===== src/afs_pkg.sv =====
// Package for the animation frame stepper: register map, reset values,
// configuration struct and sequencer states. No dependencies.
package afs_pkg;

    localparam int CFG_IDX_W   = 3;
    localparam int CFG_DATA_W  = 32;
    localparam int FRAMES_W    = 16;
    localparam int PERIOD_W    = 32;
    localparam int SPEED_W     = 16;
    localparam int DT_W        = 32;
    localparam int PASSES_W    = 16;
    localparam int SPEED_FRAC  = 8;
    localparam int PROD_W      = SPEED_W + DT_W;
    localparam int SCALED_W    = PROD_W - SPEED_FRAC;
    localparam int OUT_FRAME_W = 16;
    localparam int OUT_DATA_W  = 24;
    localparam int OUT_PAD_W   = OUT_DATA_W - OUT_FRAME_W - 3;

    // register map
    localparam logic [CFG_IDX_W-1:0] REG_TOTAL_FRAMES = CFG_IDX_W'(0);
    localparam logic [CFG_IDX_W-1:0] REG_FRAME_PERIOD = CFG_IDX_W'(1);
    localparam logic [CFG_IDX_W-1:0] REG_PLAY_SPEED   = CFG_IDX_W'(2);
    localparam logic [CFG_IDX_W-1:0] REG_PLAY_FORWARD = CFG_IDX_W'(3);
    localparam logic [CFG_IDX_W-1:0] REG_LOOP_COUNT   = CFG_IDX_W'(4);

    localparam logic [FRAMES_W-1:0] RST_TOTAL_FRAMES = FRAMES_W'(1);
    localparam logic [PERIOD_W-1:0] RST_FRAME_PERIOD = PERIOD_W'(2185);
    localparam logic [SPEED_W-1:0]  RST_PLAY_SPEED   = SPEED_W'(256);
    localparam logic                RST_PLAY_FORWARD = 1'b1;
    localparam logic [PASSES_W-1:0] RST_LOOP_COUNT   = PASSES_W'(0);

    // settings as the datapath sees them; zero frame counts and periods act as one
    typedef struct packed {
        logic [FRAMES_W-1:0] frames_eff;
        logic [PERIOD_W-1:0] period_eff;
        logic [SPEED_W-1:0]  speed;
        logic                forward;
        logic [PASSES_W-1:0] loop_count;
    } cfg_t;

    typedef enum logic [2:0] {
        ST_IDLE,
        ST_MUL,
        ST_CMP,
        ST_DIV1,
        ST_ADV,
        ST_DIV2,
        ST_FIN,
        ST_DONE
    } state_t;

endpackage


===== src/afs_cfg.sv =====
// Configuration register file for the animation frame stepper.
// Depends on afs_pkg.
module afs_cfg (
    input  logic                           clk,
    input  logic                           rst_n,
    input  logic                           cfg_wr_en,
    input  logic [afs_pkg::CFG_IDX_W-1:0]  cfg_index,
    input  logic [afs_pkg::CFG_DATA_W-1:0] cfg_data,
    output afs_pkg::cfg_t                  cfg
);
    import afs_pkg::*;

    logic [FRAMES_W-1:0] total_frames_reg;
    logic [PERIOD_W-1:0] frame_period_reg;
    logic [SPEED_W-1:0]  play_speed_reg;
    logic                play_forward_reg;
    logic [PASSES_W-1:0] loop_count_reg;

    always_ff @(posedge clk or negedge rst_n)
    begin
        if (!rst_n)
        begin
            total_frames_reg <= RST_TOTAL_FRAMES;
            frame_period_reg <= RST_FRAME_PERIOD;
            play_speed_reg   <= RST_PLAY_SPEED;
            play_forward_reg <= RST_PLAY_FORWARD;
            loop_count_reg   <= RST_LOOP_COUNT;
        end
        else if (cfg_wr_en)
        begin
            unique case (cfg_index)
                REG_TOTAL_FRAMES: total_frames_reg <= cfg_data[FRAMES_W-1:0];
                REG_FRAME_PERIOD: frame_period_reg <= cfg_data[PERIOD_W-1:0];
                REG_PLAY_SPEED:   play_speed_reg   <= cfg_data[SPEED_W-1:0];
                REG_PLAY_FORWARD: play_forward_reg <= cfg_data[0];
                REG_LOOP_COUNT:   loop_count_reg   <= cfg_data[PASSES_W-1:0];
                default:          ;
            endcase
        end
    end

    always_comb
    begin
        cfg.frames_eff = (total_frames_reg == '0) ? FRAMES_W'(1) : total_frames_reg;
        cfg.period_eff = (frame_period_reg == '0) ? PERIOD_W'(1) : frame_period_reg;
        cfg.speed      = play_speed_reg;
        cfg.forward    = play_forward_reg;
        cfg.loop_count = loop_count_reg;
    end

endmodule


===== src/afs_div.sv =====
// Shared restoring divider, one quotient bit per cycle.
// Depends on nothing; quotient and remainder hold until the next start.
module afs_div #(
    parameter int DW = 32,
    parameter int VW = 32
) (
    input  logic          clk,
    input  logic          rst_n,
    input  logic          start,
    input  logic [DW-1:0] dividend,
    input  logic [VW-1:0] divisor,
    output logic          done,
    output logic [DW-1:0] quotient,
    output logic [VW-1:0] remainder
);
    localparam int CW = $clog2(DW + 1);

    logic [CW-1:0] cnt_reg, cnt_next;
    logic          done_reg, done_next;
    logic [DW-1:0] quo_reg, quo_next;
    logic [VW-1:0] rem_reg, rem_next;
    logic [VW-1:0] dsr_reg, dsr_next;
    logic [VW:0]   shifted;
    logic [VW:0]   trial;

    assign shifted = {rem_reg, quo_reg[DW-1]};
    assign trial   = shifted - {1'b0, dsr_reg};

    always_comb
    begin
        cnt_next  = cnt_reg;
        done_next = 1'b0;
        quo_next  = quo_reg;
        rem_next  = rem_reg;
        dsr_next  = dsr_reg;
        if (start)
        begin
            cnt_next = CW'(DW);
            quo_next = dividend;
            rem_next = '0;
            dsr_next = divisor;
        end
        else if (cnt_reg != '0)
        begin
            cnt_next  = cnt_reg - CW'(1);
            done_next = (cnt_reg == CW'(1));
            // remainder stays below the divisor, so a fitting trial fits VW bits
            quo_next  = {quo_reg[DW-2:0], ~trial[VW]};
            rem_next  = trial[VW] ? shifted[VW-1:0] : trial[VW-1:0];
        end
    end

    always_ff @(posedge clk or negedge rst_n)
    begin
        if (!rst_n)
        begin
            cnt_reg  <= '0;
            done_reg <= 1'b0;
        end
        else
        begin
            cnt_reg  <= cnt_next;
            done_reg <= done_next;
        end
    end

    always_ff @(posedge clk)
    begin
        quo_reg <= quo_next;
        rem_reg <= rem_next;
        dsr_reg <= dsr_next;
    end

    assign done      = done_reg;
    assign quotient  = quo_reg;
    assign remainder = rem_reg;

endmodule


===== src/animation_frame_stepper.sv =====
// Sprite animation frame timer. Restart requests (tuser 1) and ticks while stopped go
// straight to the result state; a tick that stays inside the current frame passes the
// multiply and compare states first. A tick that steps frames runs one division of the
// spent time by the frame period on the shared divider; wrapping across the sequence end
// adds a second division by the frame count. The divisions and a stalled output
// (m_tready low) set the rate; s_tready is low while an item is at work.
// Depends on afs_pkg, afs_cfg and afs_div.
module animation_frame_stepper #(
    parameter int FRAME_BITS = 16,
    parameter int TIME_BITS  = 32
) (
    input  logic                            clk,
    input  logic                            rst_n,
    input  logic                            s_tvalid,
    output logic                            s_tready,
    input  logic [afs_pkg::DT_W-1:0]        s_tdata,    // delta_time
    input  logic                            s_tuser,    // cmd
    output logic                            m_tvalid,
    input  logic                            m_tready,
    // frame[15:0], frame_changed, end_reached, is_playing, zero pad
    output logic [afs_pkg::OUT_DATA_W-1:0]  m_tdata,
    input  logic                            cfg_wr_en,
    input  logic [afs_pkg::CFG_IDX_W-1:0]   cfg_index,
    input  logic [afs_pkg::CFG_DATA_W-1:0]  cfg_data
);
    import afs_pkg::*;

    localparam int NW = ((TIME_BITS > FRAME_BITS) ? TIME_BITS : FRAME_BITS) + 1;

    cfg_t cfg;

    state_t state_reg, state_next;

    logic [FRAME_BITS-1:0]  cur_frame_reg, cur_frame_next;
    logic [TIME_BITS-1:0]   rem_time_reg, rem_time_next;
    logic [PASSES_W-1:0]    passes_reg, passes_next;
    logic                   running_reg, running_next;
    logic [FRAME_BITS-1:0]  before_reg, before_next;
    logic                   ended_reg, ended_next;
    logic [DT_W-1:0]        dt_reg, dt_next;
    logic [PROD_W-1:0]      prod_reg, prod_next;
    logic [NW-1:0]          d_reg, d_next;
    logic [TIME_BITS:0]     n_reg, n_next;
    logic [PERIOD_W-1:0]    m_reg, m_next;
    logic                   out_valid_reg, out_valid_next;
    logic [OUT_DATA_W-1:0]  out_data_reg, out_data_next;

    logic                   div_start;
    logic [TIME_BITS-1:0]   div_dividend;
    logic [PERIOD_W-1:0]    div_divisor;
    logic                   div_done;
    logic [TIME_BITS-1:0]   div_quo;
    logic [PERIOD_W-1:0]    div_rem;

    logic                   in_accept;
    logic                   out_free;
    logic [SCALED_W-1:0]    scaled_full;
    logic                   scaled_sat;
    logic [TIME_BITS-1:0]   scaled;
    logic [TIME_BITS:0]     rem_minus_a;
    logic [TIME_BITS-1:0]   a_minus_rem;
    logic                   short_tick;
    logic [NW:0]            n_minus_d;
    logic                   n_lt_d;
    logic                   hold_at_end;
    logic                   fin_stop;
    logic [TIME_BITS-1:0]   rem_from_m;
    logic [FRAME_BITS-1:0]  start_frame;
    logic [FRAME_BITS-1:0]  last_frame;
    logic [FRAME_BITS-1:0]  wrap_frame;
    logic [FRAMES_W-1:0]    lo;

    afs_cfg u_cfg (
        .clk       (clk),
        .rst_n     (rst_n),
        .cfg_wr_en (cfg_wr_en),
        .cfg_index (cfg_index),
        .cfg_data  (cfg_data),
        .cfg       (cfg)
    );

    afs_div #(
        .DW (TIME_BITS),
        .VW (PERIOD_W)
    ) u_div (
        .clk       (clk),
        .rst_n     (rst_n),
        .start     (div_start),
        .dividend  (div_dividend),
        .divisor   (div_divisor),
        .done      (div_done),
        .quotient  (div_quo),
        .remainder (div_rem)
    );

    assign in_accept = s_tvalid && s_tready;
    assign out_free  = !out_valid_reg || m_tready;

    // scaled time, saturated to TIME_BITS
    assign scaled_full = prod_reg[PROD_W-1:SPEED_FRAC];
    assign scaled_sat  = ((scaled_full >> TIME_BITS) != '0);
    assign scaled      = scaled_sat ? '1 : TIME_BITS'(scaled_full);
    assign rem_minus_a = {1'b0, rem_time_reg} - {1'b0, scaled};
    assign a_minus_rem = scaled - rem_time_reg;
    assign short_tick  = !rem_minus_a[TIME_BITS] && (rem_minus_a != '0);

    assign n_minus_d   = {1'b0, NW'(n_reg)} - {1'b0, d_reg};
    assign n_lt_d      = n_minus_d[NW];
    assign hold_at_end = (passes_reg == PASSES_W'(1));

    assign fin_stop    = (div_quo != '0) && (passes_reg != '0)
                         && (div_quo >= TIME_BITS'(passes_reg));
    assign rem_from_m  = TIME_BITS'(cfg.period_eff - m_reg);
    assign lo          = div_rem[FRAMES_W-1:0];

    assign start_frame = cfg.forward ? '0 : FRAME_BITS'(cfg.frames_eff - FRAMES_W'(1));
    assign last_frame  = cfg.forward ? FRAME_BITS'(cfg.frames_eff - FRAMES_W'(1)) : '0;
    assign wrap_frame  = cfg.forward ? FRAME_BITS'(lo)
                                     : FRAME_BITS'(cfg.frames_eff - FRAMES_W'(1) - lo);

    // next state
    always_comb
    begin
        state_next = state_reg;
        unique case (state_reg)
            ST_IDLE:
            begin
                if (in_accept)
                begin
                    state_next = (s_tuser || !running_reg) ? ST_DONE : ST_MUL;
                end
            end
            ST_MUL:  state_next = ST_CMP;
            ST_CMP:  state_next = short_tick ? ST_DONE : ST_DIV1;
            ST_DIV1: state_next = div_done ? ST_ADV : ST_DIV1;
            ST_ADV:  state_next = (n_lt_d || hold_at_end) ? ST_DONE : ST_DIV2;
            ST_DIV2: state_next = div_done ? ST_FIN : ST_DIV2;
            ST_FIN:  state_next = ST_DONE;
            ST_DONE: state_next = out_free ? ST_IDLE : ST_DONE;
            default: state_next = ST_IDLE;
        endcase
    end

    // datapath and handshake outputs
    always_comb
    begin
        cur_frame_next = cur_frame_reg;
        rem_time_next  = rem_time_reg;
        passes_next    = passes_reg;
        running_next   = running_reg;
        before_next    = before_reg;
        ended_next     = ended_reg;
        dt_next        = dt_reg;
        prod_next      = prod_reg;
        d_next         = d_reg;
        n_next         = n_reg;
        m_next         = m_reg;
        out_valid_next = out_valid_reg && !m_tready;
        out_data_next  = out_data_reg;
        s_tready       = 1'b0;
        div_start      = 1'b0;
        div_dividend   = '0;
        div_divisor    = '0;
        unique case (state_reg)
            ST_IDLE:
            begin
                s_tready = 1'b1;
                if (s_tvalid)
                begin
                    dt_next     = s_tdata;
                    before_next = cur_frame_reg;
                    ended_next  = 1'b0;
                    if (s_tuser)
                    begin
                        cur_frame_next = start_frame;
                        rem_time_next  = TIME_BITS'(cfg.period_eff);
                        passes_next    = cfg.loop_count;
                        running_next   = 1'b1;
                    end
                end
            end
            ST_MUL:
            begin
                prod_next = PROD_W'(cfg.speed) * PROD_W'(dt_reg);
                // steps to the end of the sequence from here
                if (cfg.forward)
                begin
                    d_next = (NW'(cur_frame_reg) >= NW'(cfg.frames_eff))
                             ? NW'(1) : NW'(cfg.frames_eff) - NW'(cur_frame_reg);
                end
                else
                begin
                    d_next = NW'(cur_frame_reg) + NW'(1);
                end
            end
            ST_CMP:
            begin
                if (short_tick)
                begin
                    rem_time_next = rem_minus_a[TIME_BITS-1:0];
                end
                else
                begin
                    div_start    = 1'b1;
                    div_dividend = a_minus_rem;
                    div_divisor  = cfg.period_eff;
                end
            end
            ST_DIV1:
            begin
                if (div_done)
                begin
                    n_next = {1'b0, div_quo} + (TIME_BITS+1)'(1);
                    m_next = div_rem;
                end
            end
            ST_ADV:
            begin
                if (n_lt_d)
                begin
                    cur_frame_next = cfg.forward
                                     ? FRAME_BITS'(NW'(cur_frame_reg) + NW'(n_reg))
                                     : FRAME_BITS'(NW'(cur_frame_reg) - NW'(n_reg));
                    rem_time_next  = rem_from_m;
                end
                else
                begin
                    ended_next = 1'b1;
                    if (hold_at_end)
                    begin
                        passes_next    = '0;
                        running_next   = 1'b0;
                        cur_frame_next = last_frame;
                        rem_time_next  = '0;
                    end
                    else
                    begin
                        if (passes_reg != '0)
                        begin
                            passes_next = passes_reg - PASSES_W'(1);
                        end
                        // whole passes and offset into the last one
                        div_start    = 1'b1;
                        div_dividend = TIME_BITS'(n_minus_d);
                        div_divisor  = PERIOD_W'(cfg.frames_eff);
                    end
                end
            end
            ST_DIV2: ;
            ST_FIN:
            begin
                if (fin_stop)
                begin
                    passes_next    = '0;
                    running_next   = 1'b0;
                    cur_frame_next = last_frame;
                    rem_time_next  = '0;
                end
                else
                begin
                    if ((div_quo != '0) && (passes_reg != '0))
                    begin
                        passes_next = passes_reg - PASSES_W'(div_quo);
                    end
                    cur_frame_next = wrap_frame;
                    rem_time_next  = rem_from_m;
                end
            end
            ST_DONE:
            begin
                if (out_free)
                begin
                    out_valid_next = 1'b1;
                    out_data_next  = {{OUT_PAD_W{1'b0}}, running_reg, ended_reg,
                                      (cur_frame_reg != before_reg),
                                      OUT_FRAME_W'(cur_frame_reg)};
                end
            end
            default: ;
        endcase
    end

    always_ff @(posedge clk or negedge rst_n)
    begin
        if (!rst_n)
        begin
            state_reg     <= ST_IDLE;
            cur_frame_reg <= '0;
            rem_time_reg  <= '0;
            passes_reg    <= '0;
            running_reg   <= 1'b0;
            ended_reg     <= 1'b0;
            out_valid_reg <= 1'b0;
        end
        else
        begin
            state_reg     <= state_next;
            cur_frame_reg <= cur_frame_next;
            rem_time_reg  <= rem_time_next;
            passes_reg    <= passes_next;
            running_reg   <= running_next;
            ended_reg     <= ended_next;
            out_valid_reg <= out_valid_next;
        end
    end

    always_ff @(posedge clk)
    begin
        before_reg   <= before_next;
        dt_reg       <= dt_next;
        prod_reg     <= prod_next;
        d_reg        <= d_next;
        n_reg        <= n_next;
        m_reg        <= m_next;
        out_data_reg <= out_data_next;
    end

    assign m_tvalid = out_valid_reg;
    assign m_tdata  = out_data_reg;

`ifndef SYNTHESIS
    a_div_done_in_wait: assert property (@(posedge clk) disable iff (!rst_n)
        div_done |-> (state_reg == ST_DIV1 || state_reg == ST_DIV2))
        else $error("divider finished outside a division wait");

    a_stopped_no_time: assert property (@(posedge clk) disable iff (!rst_n)
        (state_reg == ST_IDLE && !running_reg) |-> (rem_time_reg == '0))
        else $error("time left in frame while stopped");

    a_stop_marks_end: assert property (@(posedge clk) disable iff (!rst_n)
        $fell(running_reg) |-> ended_reg)
        else $error("playback stopped without crossing the end");
`endif

endmodule


===== config.mk =====
export PLATFORM = sky130hd
export DESIGN_NAME = animation_frame_stepper
export DESIGN_NICKNAME = d
export VERILOG_FILES = /design/src/afs_pkg.sv /design/src/afs_cfg.sv /design/src/afs_div.sv /design/src/animation_frame_stepper.sv
export SDC_FILE = /design/constraint.sdc
export NUM_CORES = 2
export LEC_CHECK = 0
export BUFFER_PORTS_ARGS = -buffer_cell sky130_fd_sc_hd__buf_2
export CAP_MARGIN = 0
export CORE_AREA = 2 2 340 241
export CTS_BUF_LIST = sky130_fd_sc_hd__clkbuf_8 sky130_fd_sc_hd__clkbuf_16
export CTS_CLUSTER_DIAMETER = 50
export DETAILED_ROUTE_END_ITERATION = 8
export DIE_AREA = 0 0 342 243
export GPL_TIMING_DRIVEN = 0
export PLACE_DENSITY = 0.74
export SYNTH_ARGS = -nofsm -noshare
export SYNTH_HDL_FRONTEND = slang
export SYNTH_SLANG_ARGS = --single-unit

===== constraint.sdc =====
create_clock -name clk -period 7.4 [get_ports clk]
set_input_delay 0.74 -clock clk [delete_from_list [all_inputs] [get_ports clk]]
set_output_delay 0.74 -clock clk [all_outputs]
set_load 0.02 [all_outputs]

==> results.md <==
* Outcome: completed
* Actual slew at the worst max-slew pin at 1.35 ns
* Non-Filler Instances at 6424
* Ports at 99
* Multi-input gate area at 30900 sq um
* Layout cells sized above 1 at 8.65%
* Die area at 83100 sq um
* Most frequent cells in the layout: inv_1, nand2_1, fa_1
* Post-DP HPWL at 125 mm
* Placed Instances at 6293
* FF+latch count, synth at 444
* Max_cap viols at 0
* Sequential fraction of the synthesis area at 26.1%
* Initial antenna violation count at 7
* Prevailing post-synth register cell: edfxtp_1
* CP Launch Type: flip-flop
* Final wirelength at 154 mm
* Number of buffers created by CTS at 59
* Final hold vios at 0
* Ys Warns at 0
* Bufs on Longest Clock Path at 3
* Starting Density at 58.5%
* Filler cell count at 6806
* Clk_lat worst skew at 0.67 ns
* Simple logic cell fraction of the synthesized area at 15.6%
* Largest family of logic cells by synthesized area: adder cells
* Core region area at 79900 sq um
* Reg2reg start: u_cfg.play_speed_reg[4]
* FF/Latch Area at 12200 sq um
* Commonest non-fill, non-tap cell in the layout: inv_1
* CTS H-tree depth at 2
* FP Rows at 87
* Clk sinks at 444
* Synth cell types at 81
* Number of DRC markers after the initial detailed-route iteration at 4764
* Pins Over Slew Limit at 0
* Die Y at 243 um
* CP required at 7.87 ns
* RR Endpoint: prod_reg[45]
* GRT Residual Overflow at 0
* Nets at 6165
* Endpoints failing setup at 0
* Die X at 342 um
* Mux cell area share after synthesis at 3.14%
* Syn_area_per_cell at 9.13 sq um
* Arrival @ worst endpoint at 7.77 ns
* R2R Setup Slk at 0.1 ns
* Worst reg-to-reg path cell count at 25
* Vias at 39.2k
* Total global-route track usage at 37.3%
* Port bufs at 92
* Worst setup startpoint: u_cfg.play_speed_reg[4]
* CTS tree: built
* Crit-path max FO at 10
* Max reg flops at 40
* Fin crit share at 98.7%
* Routed length per instance at 24.0 um
* Cts hold-fix bufs at 0
* Synthesized area at 46800 sq um
* Crit path time final at 7.30 ns
* Achievable Freq at 137 MHz
* Global-route wire length before repair at 232 mm
* Complex-gate fraction of the synthesized area at 13.4%
* DRT Pass-1 Iters at 6
* Clock root buffer: clkbuf_16
* Adder-Cell Fraction of Synth Area at 27.9%
* Synth Area in XOR/XNOR at 5.73%
* Clk pin slew, worst setup/hold paths at 0.07 ns
* Vias in the first global route at 37.1k
* Worst Hold Class: input pin to asynchronous set/reset pin
* P&R area growth vs syn at 9.44%
* Post-Syn Instances at 5124
* Setup Crit Path Kind: flip-flop to flip-flop
* Pin count of the biggest net entering global routing at 90
* Final ANT Viol Nets at 0
* Worst Setup End Kind: flip-flop
* GPL Wtd Cong at 1.01
* Relative slew slack at 9.75%
* Routed vias/inst at 6.11
* Clock Skew at 0.0380 ns
* Unrepaired setup endpoints after global routing: yes
* FFs w/ async S/R, synth at 35.6%
* Number of flops mapped to enable cells by yosys at 254
* Worst setup endpoint: prod_reg[45]
* DRC Markers at 0
-- worst max-delay path, cell delays in order, from the launching register on --
cell,delay [ns]
dfrtp_2,0.49
clkbuf_4,0.23
and2_1,0.18
fa_1,0.65
inv_1,0.09
fa_1,0.48
fa_1,0.52
inv_1,0.05
fa_1,0.50
fa_1,0.52
inv_1,0.06
fa_1,0.51
inv_1,0.05
ha_2,0.38
nand4_1,0.18
nor2_1,0.18
a211oi_2,0.07
o21ai_1,0.19
a21oi_2,0.09
o21ai_2,0.26
a311oi_2,0.14
buf_4,0.18
o21ai_4,0.25
a221oi_4,0.14
or4b_2,0.62
o2111ai_1,0.12
-- logic make-up (layout without fill, tap and decap cells) --
group                    count (synthesis)  count (layout)
AO/OA/AOI/OAI                          939             939
XOR/XNOR                               306             306
adder cells (fa/ha/maj)                788             788
buffers and inverters                  990            1217
flip-flops                             444             444
multiplexers                           135             135
other                                    1               6
AND/OR/NAND/NOR                       1521            1521
-- synth_stat cells (61+ instances only) --
master      n  share of area (%)
xnor2_1   203                3.8
fa_1      426                 18
nand3_1    79               0.85
xor2_1    103                1.9
a21oi_1   244                2.6
clkbuf_1  218                1.7
nor3_1     82               0.88
a211oi_1   61               0.98
nor2_1    299                2.4
ha_1      362                9.7
nand2_1   535                4.3
and2_1    250                3.3
mux2_2     84                2.0
a21o_1     96                1.5
o21ai_0   162                1.7
dfrtp_1   151                8.1
edfxtp_1  254                 16
inv_1     738                5.9
-- worst min path at each step --
stage               depth (start not counted)                         end  slack, ns      start
floorplan                                   0                 m_tdata[17]       0.42  ended_reg
global placement                            0                 m_tdata[17]       0.45  ended_reg
detailed placement                          0                 m_tdata[17]       0.45  ended_reg
CTS                                         1  u_cfg.frame_period_reg[27]       0.11      rst_n
global route                                1  u_cfg.frame_period_reg[21]       0.14      rst_n
finish                                      1  u_cfg.frame_period_reg[29]       0.07      rst_n
-- area by class of cell --
cell class | count | area share, %
antenna | 1 | 0.00489
clock inverter | 48 | 1.05
timing repair buffer | 115 | 1.38
multi-input combinational | 3694 | 60.3
sequential | 444 | 23.9
inverter | 738 | 5.41
buffer | 252 | 2.26
tap | 1068 | 2.61
clock buffer | 64 | 3.06
-- metal layers --
metal	GRT usage, %	up-vias	wire length, um
li1	-	17545	-
met5	0	-	36
met4	6.33	6	2530
met2	46.6	2230	57200
met1	58.7	19297	69800
met3	16.4	168	24800
-- metrics by stage --
step,util (%),instance area [sq um],setup TNS [ns],setup WS [ns],hold slack (ns)
after CTS,63.8,51000,0,0.00596,0.106
after detailed placement,61.0,48700,-13.96,-1.64,0.448
after global placement,60.8,48600,-35.95,-1.52,0.448
after global routing,64.1,51200,-0.115,-0.105,0.136
after floorplan,-,46800,0,0.364,0.425
final,64.1,51200,0,0.0976,0.0709
-- timing repair --
action / CTS / global route
setup buffers: 6 / 12
pin swaps: 3 / 3
setup endpoints to repair: 20 / 53
gates resized for setup: 60 / 84
Power is not shown: default switching activity piles up to over one toggle a cycle in this logic, so the estimate is an artifact.
